$ cat config.mk
export PLATFORM = sky130hd
export DESIGN_NAME = positional_list_engine_flat
export DESIGN_NICKNAME = d
export VERILOG_FILES = /design/src/ple_pkg.sv /design/src/ple_if.sv /design/src/positional_list_engine.sv /design/src/ple_cell.sv /design/src/flat_wrapper.sv
export VERILOG_INCLUDE_DIRS = /design/src /design/src/src
export SDC_FILE = /design/constraint.sdc
export NUM_CORES = 2
export LEC_CHECK = 0
export ABC_CLOCK_PERIOD_IN_PS = 13000
export BUFFER_PORTS_ARGS = -buffer_cell sky130_fd_sc_hd__buf_4
export CAP_MARGIN = 20
export CORE_MARGIN = 10
export CORE_UTILIZATION = 40
export CTS_CLUSTER_DIAMETER = 200
export DETAILED_ROUTE_END_ITERATION = 7
export GPL_TIMING_DRIVEN = 0
export PLACE_DENSITY = 0.62
export SKIP_CTS_REPAIR_TIMING = 1
export SLEW_MARGIN = 20
export SYNTH_ARGS = -nofsm -noshare
export SYNTH_HDL_FRONTEND = slang
export SYNTH_SLANG_ARGS = --single-unit
$ cat constraint.sdc
create_clock -name clk -period 13 [get_ports clk]
set_input_delay 0.65 -clock clk [delete_from_list [all_inputs] [get_ports clk]]
set_output_delay 0.65 -clock clk [all_outputs]
set_load 0.02 [all_outputs]
$ cat src/positional_list_engine_macros.svh
// Assertion macros for the positional list engine
`ifndef POSITIONAL_LIST_ENGINE_MACROS_SVH
`define POSITIONAL_LIST_ENGINE_MACROS_SVH
// Property that must hold on every clock edge outside reset
`define PLE_ASSERT(label, prop, msg) \
  label: assert property (@(posedge clk) disable iff (!rst_n) (prop)) else $error(msg);
// Implication checked on the next clock edge
`define PLE_ASSERT_NEXT(label, pre, post, msg) \
  label: assert property (@(posedge clk) disable iff (!rst_n) (pre) |=> (post)) else $error(msg);
`endif

$ cat src/ple_pkg.sv
// Shared types and constants of the positional list engine
package ple_pkg;
  localparam int KIND_W = 3;
  localparam int POS_W = 5;
  localparam int CNT_W = 5;
  localparam int VAL_W = 32;
  localparam int ELEM_W = 32;

  typedef enum logic [KIND_W-1:0] {
    K_INSERT = 3'd0, K_DELETE = 3'd1, K_DELALL = 3'd2,
    K_SORT = 3'd3, K_DUMPF = 3'd4, K_DUMPB = 3'd5
  } kind_t;

  typedef enum logic [1:0] {
    ST_OK = 2'd0, ST_FULL = 2'd1, ST_BADPOS = 2'd2, ST_EMPTY = 2'd3
  } status_t;

  // Per-cycle command broadcast from the controller to every cell
  typedef enum logic [2:0] {
    C_HOLD, C_SHR, C_SHL, C_COMPACT, C_SORT, C_ROT
  } cell_op_t;
endpackage

$ cat src/ple_if.sv
// Valid/ready channel interfaces of the positional list engine
interface ple_in_if;
  logic                      valid;
  logic                      ready;
  logic [ple_pkg::KIND_W-1:0] kind;
  logic signed [ple_pkg::VAL_W-1:0] value;
  logic [ple_pkg::POS_W-1:0] position;
  modport source (output valid, kind, value, position, input ready);
  modport sink (input valid, kind, value, position, output ready);
endinterface

interface ple_out_if;
  logic                      valid;
  logic                      ready;
  logic signed [ple_pkg::ELEM_W-1:0] element;
  logic [ple_pkg::CNT_W-1:0] count;
  logic [1:0]                status;
  logic                      last;
  modport source (output valid, element, count, status, last, input ready);
  modport sink (input valid, element, count, status, last, output ready);
endinterface

$ cat src/positional_list_engine.sv
// Top level: positional list engine built on a chain of element cells
// Insert and delete step the chain in a shift state, sort in odd-even passes, delete-all
// scans the list and drops matches; refused requests go straight to the result state.
// Dumps give the first result from the dump state, then one per cycle while taken.
// One request at a time: the next is taken the cycle after its last result leaves.
// Synchronous active-low reset empties the list; element contents need no reset.
module positional_list_engine #(
  parameter int CAPACITY = 16,
  parameter int DATA_WIDTH = 32
) (
  input logic clk,
  input logic rst_n,
  ple_in_if.sink in_ch,
  ple_out_if.source out_ch
);
  import ple_pkg::*;
  `include "positional_list_engine_macros.svh"

  localparam int IW = $clog2(CAPACITY);
  localparam int OW = $clog2(CAPACITY + 1);

  typedef enum logic [2:0] {S_IDLE, S_SHIFT, S_DALL, S_SORT, S_DUMP, S_OUT} state_t;

  state_t state_r;
  logic [OW-1:0] occ_r;
  logic [OW-1:0] step_r;
  logic [OW-1:0] cnt_r;   // elements removed in delete all
  logic [OW-1:0] idx_r;   // compaction scan position
  kind_t kind_r;
  logic [IW-1:0] pos_r;
  logic [DATA_WIDTH-1:0] val_r;
  logic out_valid_r, out_last_r;
  logic [DATA_WIDTH-1:0] out_elem_r;
  logic [OW-1:0] out_cnt_r;
  status_t out_st_r;
  cell_op_t op;
  logic [DATA_WIDTH-1:0] cv [CAPACITY];
  logic [CAPACITY-1:0] en_v, load_v, take_v;
  logic match;

  // Hold off a new request until the previous result has left
  assign in_ch.ready = (state_r == S_IDLE) && !out_valid_r;
  assign out_ch.valid = out_valid_r;
  assign out_ch.element = ELEM_W'($signed(out_elem_r));
  assign out_ch.count = CNT_W'(out_cnt_r);
  assign out_ch.status = out_st_r;
  assign out_ch.last = out_last_r;

  assign match = (cv[idx_r[IW-1:0]] == val_r);

  // Drive per-cell controls
  always_comb begin
    op = C_HOLD;
    en_v = '0;
    load_v = '0;
    take_v = '0;
    case (state_r)
      S_SHIFT: begin
        op = (kind_r == K_INSERT) ? C_SHR : C_SHL;
        for (int i = 0; i < CAPACITY; i++) begin
          en_v[i] = (i >= int'(pos_r)) && (i <= int'(occ_r));
          load_v[i] = (i == int'(pos_r));
        end
      end
      S_DALL: begin
        // drop matching slot by shifting the tail left
        op = C_SHL;
        for (int i = 0; i < CAPACITY; i++)
          en_v[i] = match && (i >= int'(idx_r)) && (i < int'(occ_r));
      end
      S_SORT: begin
        op = C_SORT;
        en_v = '1;
      end
      S_DUMP: begin
        op = C_ROT;
        en_v = '0;
      end
      default: op = C_HOLD;
    endcase
  end

  // Instantiate the chain
  for (genvar g = 0; g < CAPACITY; g++) begin : g_cell
    logic odd, pair_en;
    assign odd = ((g % 2) == (step_r[0] ? 1 : 0));
    assign pair_en = odd ? (g + 1 < int'(occ_r)) : (g >= 1 && g < int'(occ_r));
    ple_cell #(.DW(DATA_WIDTH)) u_cell (
      .clk(clk), .op(op), .en(en_v[g]), .load(load_v[g]), .new_val(val_r),
      .left_val(cv[(g == 0) ? 0 : g - 1]),
      .right_val(cv[(g == CAPACITY - 1) ? g : g + 1]),
      .take_right(take_v[g]), .odd(odd),
      .pair_en(pair_en), .val(cv[g])
    );
  end

  // Controller: accept request, step the chain, issue results
  always_ff @(posedge clk) begin
    if (!rst_n) begin
      state_r <= S_IDLE;
      occ_r <= '0;
      out_valid_r <= 1'b0;
      step_r <= '0;
    end else begin
      // drop a taken result unless a new one is loaded this cycle
      if (out_ch.valid && out_ch.ready && !(state_r inside {S_DUMP, S_OUT}))
        out_valid_r <= 1'b0;
      case (state_r)
        S_IDLE: if (in_ch.valid && in_ch.ready) begin
          kind_r <= kind_t'(in_ch.kind);
          val_r <= DATA_WIDTH'($signed(in_ch.value));
          pos_r <= IW'(in_ch.position - 5'd1);
          out_elem_r <= '0;
          out_last_r <= 1'b1;
          step_r <= '0;
          cnt_r <= '0;
          idx_r <= '0;
          out_cnt_r <= occ_r;
          out_st_r <= ST_OK;
          case (in_ch.kind)
            K_INSERT: begin
              if (occ_r >= OW'(CAPACITY)) begin
                out_st_r <= ST_FULL; state_r <= S_OUT;
              end else if (in_ch.position < 5'd1 ||
                           32'(in_ch.position) > 32'(occ_r) + 1) begin
                out_st_r <= ST_BADPOS; state_r <= S_OUT;
              end else state_r <= S_SHIFT;
            end
            K_DELETE: begin
              if (occ_r == '0) begin
                out_st_r <= ST_EMPTY; state_r <= S_OUT;
              end else if (in_ch.position < 5'd1 ||
                           32'(in_ch.position) > 32'(occ_r)) begin
                out_st_r <= ST_BADPOS; state_r <= S_OUT;
              end else state_r <= S_SHIFT;
            end
            K_DELALL: state_r <= S_DALL;
            K_SORT: state_r <= S_SORT;
            K_DUMPF, K_DUMPB: begin
              if (occ_r == '0) begin
                out_st_r <= ST_EMPTY; out_cnt_r <= '0; state_r <= S_OUT;
              end else state_r <= S_DUMP;
            end
            default: state_r <= S_IDLE;
          endcase
        end
        S_SHIFT: begin
          occ_r <= (kind_r == K_INSERT) ? occ_r + 1'b1 : occ_r - 1'b1;
          out_cnt_r <= (kind_r == K_INSERT) ? occ_r + 1'b1 : occ_r - 1'b1;
          state_r <= S_OUT;
        end
        S_DALL: begin
          if (idx_r >= occ_r) begin
            out_cnt_r <= cnt_r;
            state_r <= S_OUT;
          end else if (match) begin
            occ_r <= occ_r - 1'b1;
            cnt_r <= cnt_r + 1'b1;
          end else idx_r <= idx_r + 1'b1;
        end
        S_SORT: begin
          step_r <= step_r + 1'b1;
          if (step_r == OW'(CAPACITY - 1)) state_r <= S_OUT;
        end
        S_DUMP: if (!out_valid_r || out_ch.ready) begin
          out_valid_r <= 1'b1;
          out_cnt_r <= occ_r;
          out_st_r <= ST_OK;
          out_elem_r <= (kind_r == K_DUMPB) ? cv[IW'(occ_r - 1'b1 - step_r)]
                                             : cv[step_r[IW-1:0]];
          out_last_r <= (step_r + 1'b1 == occ_r);
          step_r <= step_r + 1'b1;
          if (step_r + 1'b1 == occ_r) state_r <= S_IDLE;
        end
        S_OUT: if (!out_valid_r || out_ch.ready) begin
          out_valid_r <= 1'b1;
          state_r <= S_IDLE;
        end
        default: state_r <= S_IDLE;
      endcase
    end
  end

  `PLE_ASSERT(a_occ_range, occ_r <= OW'(CAPACITY), "occupancy above capacity")
  `PLE_ASSERT_NEXT(a_hold_out, out_valid_r && !out_ch.ready, out_valid_r, "result dropped")
  `PLE_ASSERT(a_busy_ready, (state_r != S_IDLE) |-> !in_ch.ready, "ready while busy")
endmodule

$ cat src/ple_cell.sv
// One list slot: holds an element and trades it with its neighbors
module ple_cell #(
  parameter int DW = 32
) (
  input  logic          clk,
  input  ple_pkg::cell_op_t op,
  input  logic          en,        // slot takes part this cycle
  input  logic          load,      // slot takes the new value on shift right
  input  logic [DW-1:0] new_val,
  input  logic [DW-1:0] left_val,  // neighbor nearer the front
  input  logic [DW-1:0] right_val, // neighbor nearer the back
  input  logic          take_right,// compaction: take right neighbor
  input  logic          odd,       // sort: slot is lower of its pair
  input  logic          pair_en,   // sort: pair lies within the list
  output logic [DW-1:0] val
);
  import ple_pkg::*;
  logic [DW-1:0] val_r, val_nxt;
  assign val = val_r;

  // Select next content by broadcast command
  always_comb begin
    val_nxt = val_r;
    if (en) begin
      case (op)
        C_SHR: val_nxt = load ? new_val : left_val;
        C_SHL: val_nxt = right_val;
        C_COMPACT: if (take_right) val_nxt = right_val;
        C_ROT: val_nxt = right_val;
        C_SORT: if (pair_en) begin
          if (odd) val_nxt = ($signed(right_val) < $signed(val_r)) ? right_val : val_r;
          else val_nxt = ($signed(val_r) < $signed(left_val)) ? left_val : val_r;
        end
        default: val_nxt = val_r;
      endcase
    end
  end

  always_ff @(posedge clk) begin
    val_r <= val_nxt;
  end
endmodule

$ cat src/flat_wrapper.sv
// flat-port wrapper written by rule: the top's interface ports become plain ports
module positional_list_engine_flat import ple_pkg::*;
#(
  parameter int CAPACITY = 16,
  parameter int DATA_WIDTH = 32
)
  (clk, rst_n, in_ch_valid, in_ch_kind, in_ch_value, in_ch_position, in_ch_ready, out_ch_valid, out_ch_element, out_ch_count, out_ch_status, out_ch_last, out_ch_ready);
  ple_in_if in_ch_i ();
  ple_out_if out_ch_i ();
  input logic clk;
  input logic rst_n;
  input wire logic [$bits(in_ch_i.valid)-1:0] in_ch_valid;
  input wire logic [$bits(in_ch_i.kind)-1:0] in_ch_kind;
  input wire logic [$bits(in_ch_i.value)-1:0] in_ch_value;
  input wire logic [$bits(in_ch_i.position)-1:0] in_ch_position;
  output wire logic [$bits(in_ch_i.ready)-1:0] in_ch_ready;
  output wire logic [$bits(out_ch_i.valid)-1:0] out_ch_valid;
  output wire logic [$bits(out_ch_i.element)-1:0] out_ch_element;
  output wire logic [$bits(out_ch_i.count)-1:0] out_ch_count;
  output wire logic [$bits(out_ch_i.status)-1:0] out_ch_status;
  output wire logic [$bits(out_ch_i.last)-1:0] out_ch_last;
  input wire logic [$bits(out_ch_i.ready)-1:0] out_ch_ready;
  assign in_ch_i.valid = in_ch_valid;
  assign in_ch_i.kind = in_ch_kind;
  assign in_ch_i.value = in_ch_value;
  assign in_ch_i.position = in_ch_position;
  assign in_ch_ready = in_ch_i.ready;
  assign out_ch_valid = out_ch_i.valid;
  assign out_ch_element = out_ch_i.element;
  assign out_ch_count = out_ch_i.count;
  assign out_ch_status = out_ch_i.status;
  assign out_ch_last = out_ch_i.last;
  assign out_ch_i.ready = out_ch_ready;
  positional_list_engine #(.CAPACITY(CAPACITY), .DATA_WIDTH(DATA_WIDTH)) u_core (.clk(clk), .rst_n(rst_n), .in_ch(in_ch_i), .out_ch(out_ch_i));
endmodule
==> results.tsv <==
metric	value	unit
status	complete, no violations	
CTS tree	done	
commonest non-fill, non-tap cell in the layout	edfxtp_1	
Leakage	23.56	nW
Peak VDD IR	0.0001108	V
Non-Filler Cell Area, Final	0.05982	sq mm
Period minus WS final	8.668	ns
Sink Count	615	
Hold Path Sink	u_core.val_r[19]	
Crit path required time	13.43	ns
#FFs+latches synth	615	
setup slack after layout	4.332	ns
starting density of the core	40.45	%
Slew headroom	12.46	%
Switching Share	49.85	%
# IOs	86	
R2R cell count	14	
pre-CTS worst setup slack	4.798	ns
r2r setup slk	4.33	ns
post-DP HPWL	223.8	mm
Comb power frac	60.0	%
synth unique cells	80	
post-route ant nets	0	
Internal Pwr Total	6.852	mW
Setup CP Type	reg -> reg	
ys async rst share	0	%
CTS Buf Count	81	
P_sw	6.811	mW
mapped cell area	0.05338	sq mm
startpoint types	flip-flop	
post-synthesis sequential area ratio	34.34	%
synth-to-layout area growth	12.08	%
layout cells sized above 1	14.47	%
final setup violation count	0	
most frequent cells in the layout	601 x edfxtp_1, 507 x nor2_1, 495 x inv_1, 495 x ha_1, 378 x mux4_2	
RSZ-0062 raised after global routing	no	
clock share of power	17.7	%
drt total wl	277.1	mm
sequential share of power	22.3	%
Reg2Reg Launch Point	u_core.step_r[1]	
routability cong.	1.114	
Crit Path Max Fanout	10	
hold_sp	in_ch_value[19]	
Die W	385.3	um
Post-synth EDFFs	601	
R2R Path End	u_core.out_ch.element[0]	
final hold violations	0	
First DRT Iteration DRCs	8511	
CTS max path bufs	3	
die height	385.3	um
syn_nets	5655	
vias per inst	7.045	
Slew @ Worst Pin	1.313	ns
syn_area_per_cell	10.44	sq um
hold path depth	1	
DRC viols	0	
global-route wire length before repair	375.5	mm
fin crit share	66.68	%
Cell Rows	133	
core area	0.1320	sq mm
Placed Instances	7008	
CTS root buffer	clkbuf_16	
initial antenna violation count	10	
# Max-Cap Violations	0	
Post-Layout Cell Count	7177	
largest net degree at the start of global routing	28	
Hold Crit Class	in -> reg	
via count	50562	
Pwr Density	228.4	mW/mm^2
drt pass-1 iters	8	
Clock Skews	0.04336	ns
Worst-Skew Late Latency	0.74	ns
ys flop type	edfxtp_1	
highest clock rate	115.4	MHz
Post-DP Area	0.05702	sq mm
Critical Path End Type	flip-flop	
Nets	5879	
Sum Neg Setup Slack	0	ns
worst hold margin	0.09530	ns
GRT Resource Usage Total	36.04	%
number of global-route vias before repair	47675	
WP data arrival	9.10	ns
H-tree levels	3	
die area	0.1485	sq mm
clock slew at reported path FFs	0.06	ns
Post-Synthesis Cells	5115	
Syn. warnings	0	
Layout fillers	12417	
gr ovfl total	0	
max-slew violation count	0	
# port buffers	84	
WL per Instance	38.61	um
[state kept, by name, summed over array words and instances (netlist names), 2 cells and up]
register	count
u_core.occ_r	5
u_core.kind_r	3
u_core.val_r	32
u_core.cnt_r	5
u_core.idx_r	5
u_core.state_r	3
u_core.g_cell.u_cell.val	512
u_core.pos_r	4
u_core.out_ch.status	2
u_core.out_ch.element	32
u_core.out_ch.count	5
u_core.step_r	5
[worst max path at each step]
stage,startpoint,cells past startpoint,slack [ns],end
final,u_core.step_r[1],14,4.33,u_core.out_ch.element[0]
after global routing,u_core.step_r[1],14,4.48,u_core.out_ch.element[0]
after CTS,u_core.step_r[1],14,4.78,u_core.out_ch.element[0]
after detailed placement,u_core.step_r[1],14,4.80,u_core.out_ch.element[0]
after global placement,u_core.idx_r[0],13,0.51,u_core.g_cell[5].u_cell.val[4]
after floorplan,u_core.idx_r[3],14,6.33,u_core.g_cell[8].u_cell.val[0]
[layout make-up]
type / instances / area, sq um / area share (%)
repair buffers: 141 / 1270 / 2.123
multi-input cells: 3604 / 31770 / 53.10
plain buffers: 396 / 1624 / 2.715
clock buffers: 100 / 2183 / 3.650
clock inverters: 50 / 538.0 / 0.8993
well taps: 1755 / 2196 / 3.671
diodes: 16 / 40.04 / 0.06693
flip-flops and latches: 615 / 18330 / 30.64
inverters: 500 / 1877 / 3.137
[synth_stat cells (39+ instances only)]
| cell type | instances | area share, % |
|---|---|---|
| a21o_1 | 133 | 1.9 |
| a21oi_1 | 191 | 1.8 |
| a221o_1 | 339 | 6.4 |
| a31oi_1 | 82 | 0.96 |
| buf_1 | 69 | 0.49 |
| clkbuf_1 | 292 | 2.1 |
| edfxtp_1 | 601 | 34 |
| ha_1 | 495 | 12 |
| inv_1 | 495 | 3.5 |
| mux2i_1 | 102 | 1.9 |
| mux4_2 | 378 | 16 |
| nand2_1 | 324 | 2.3 |
| nand2b_1 | 43 | 0.50 |
| nand3_1 | 107 | 1.0 |
| nand4_1 | 76 | 0.89 |
| nor2_1 | 511 | 3.6 |
| nor2b_1 | 39 | 0.46 |
| nor3_1 | 80 | 0.75 |
| o211ai_1 | 45 | 0.63 |
| o21ai_0 | 202 | 1.9 |
| o22ai_1 | 115 | 1.3 |
[power by group through the flow]
stage / Sequential, mW / Combinational [mW] / Clock, mW
floorplan: 2.96 / 4.72 / 0
global placement: 3.07 / 7.53 / 0
detailed placement: 3.05 / 7.72 / 0
CTS: 3.01 / 7.75 / 2.40
global route: 3.04 / 8.38 / 2.48
finish: 3.05 / 8.20 / 2.42
[stage by stage]
step	utilization, %	power, mW
3_3_place_gp	42.59	10.61
2_1_floorplan	-	7.685
5_1_grt	45.31	13.90
3_5_place_dp	43.21	10.77
6_report	45.33	13.66
4_1_cts	45.27	13.17
[critical path: stages (launching register included)]
cell and delay (ns):
dfxtp_1 0.34, clkbuf_1 0.74, buf_1 0.90, clkbuf_2 0.76, buf_2 0.62, inv_1 0.18, fa_1 0.87, clkbuf_1 0.59
buf_1 0.97, buf_1 0.98, mux4_2 0.38, nand2_1 0.06, nand3_1 0.14, nand3_1 0.09, a21oi_1 0.62
[layer usage]
metal  up-vias  GRT usage (%)  share of wire (%)  wire length, um
met2      4314          49.42                 39           109300
met3       778          15.82                 17            45810
met5         -          1.721              0.097              270
met1     25138          45.33                 36            99920
met4         6          23.81                7.8            21740
li1      20326              -                  -                -
[logic make-up after synthesis]
logic type / after synthesis / synth area share, %
xor+xnor: 64 / 1.050
fa+ha+maj: 496 / 11.64
compound gates: 1292 / 17.75
simple gates: 1255 / 10.52
mux: 497 / 18.22
buf+inv: 896 / 6.481
flops: 615 / 34.34
(Power assumes the default switching activity.)
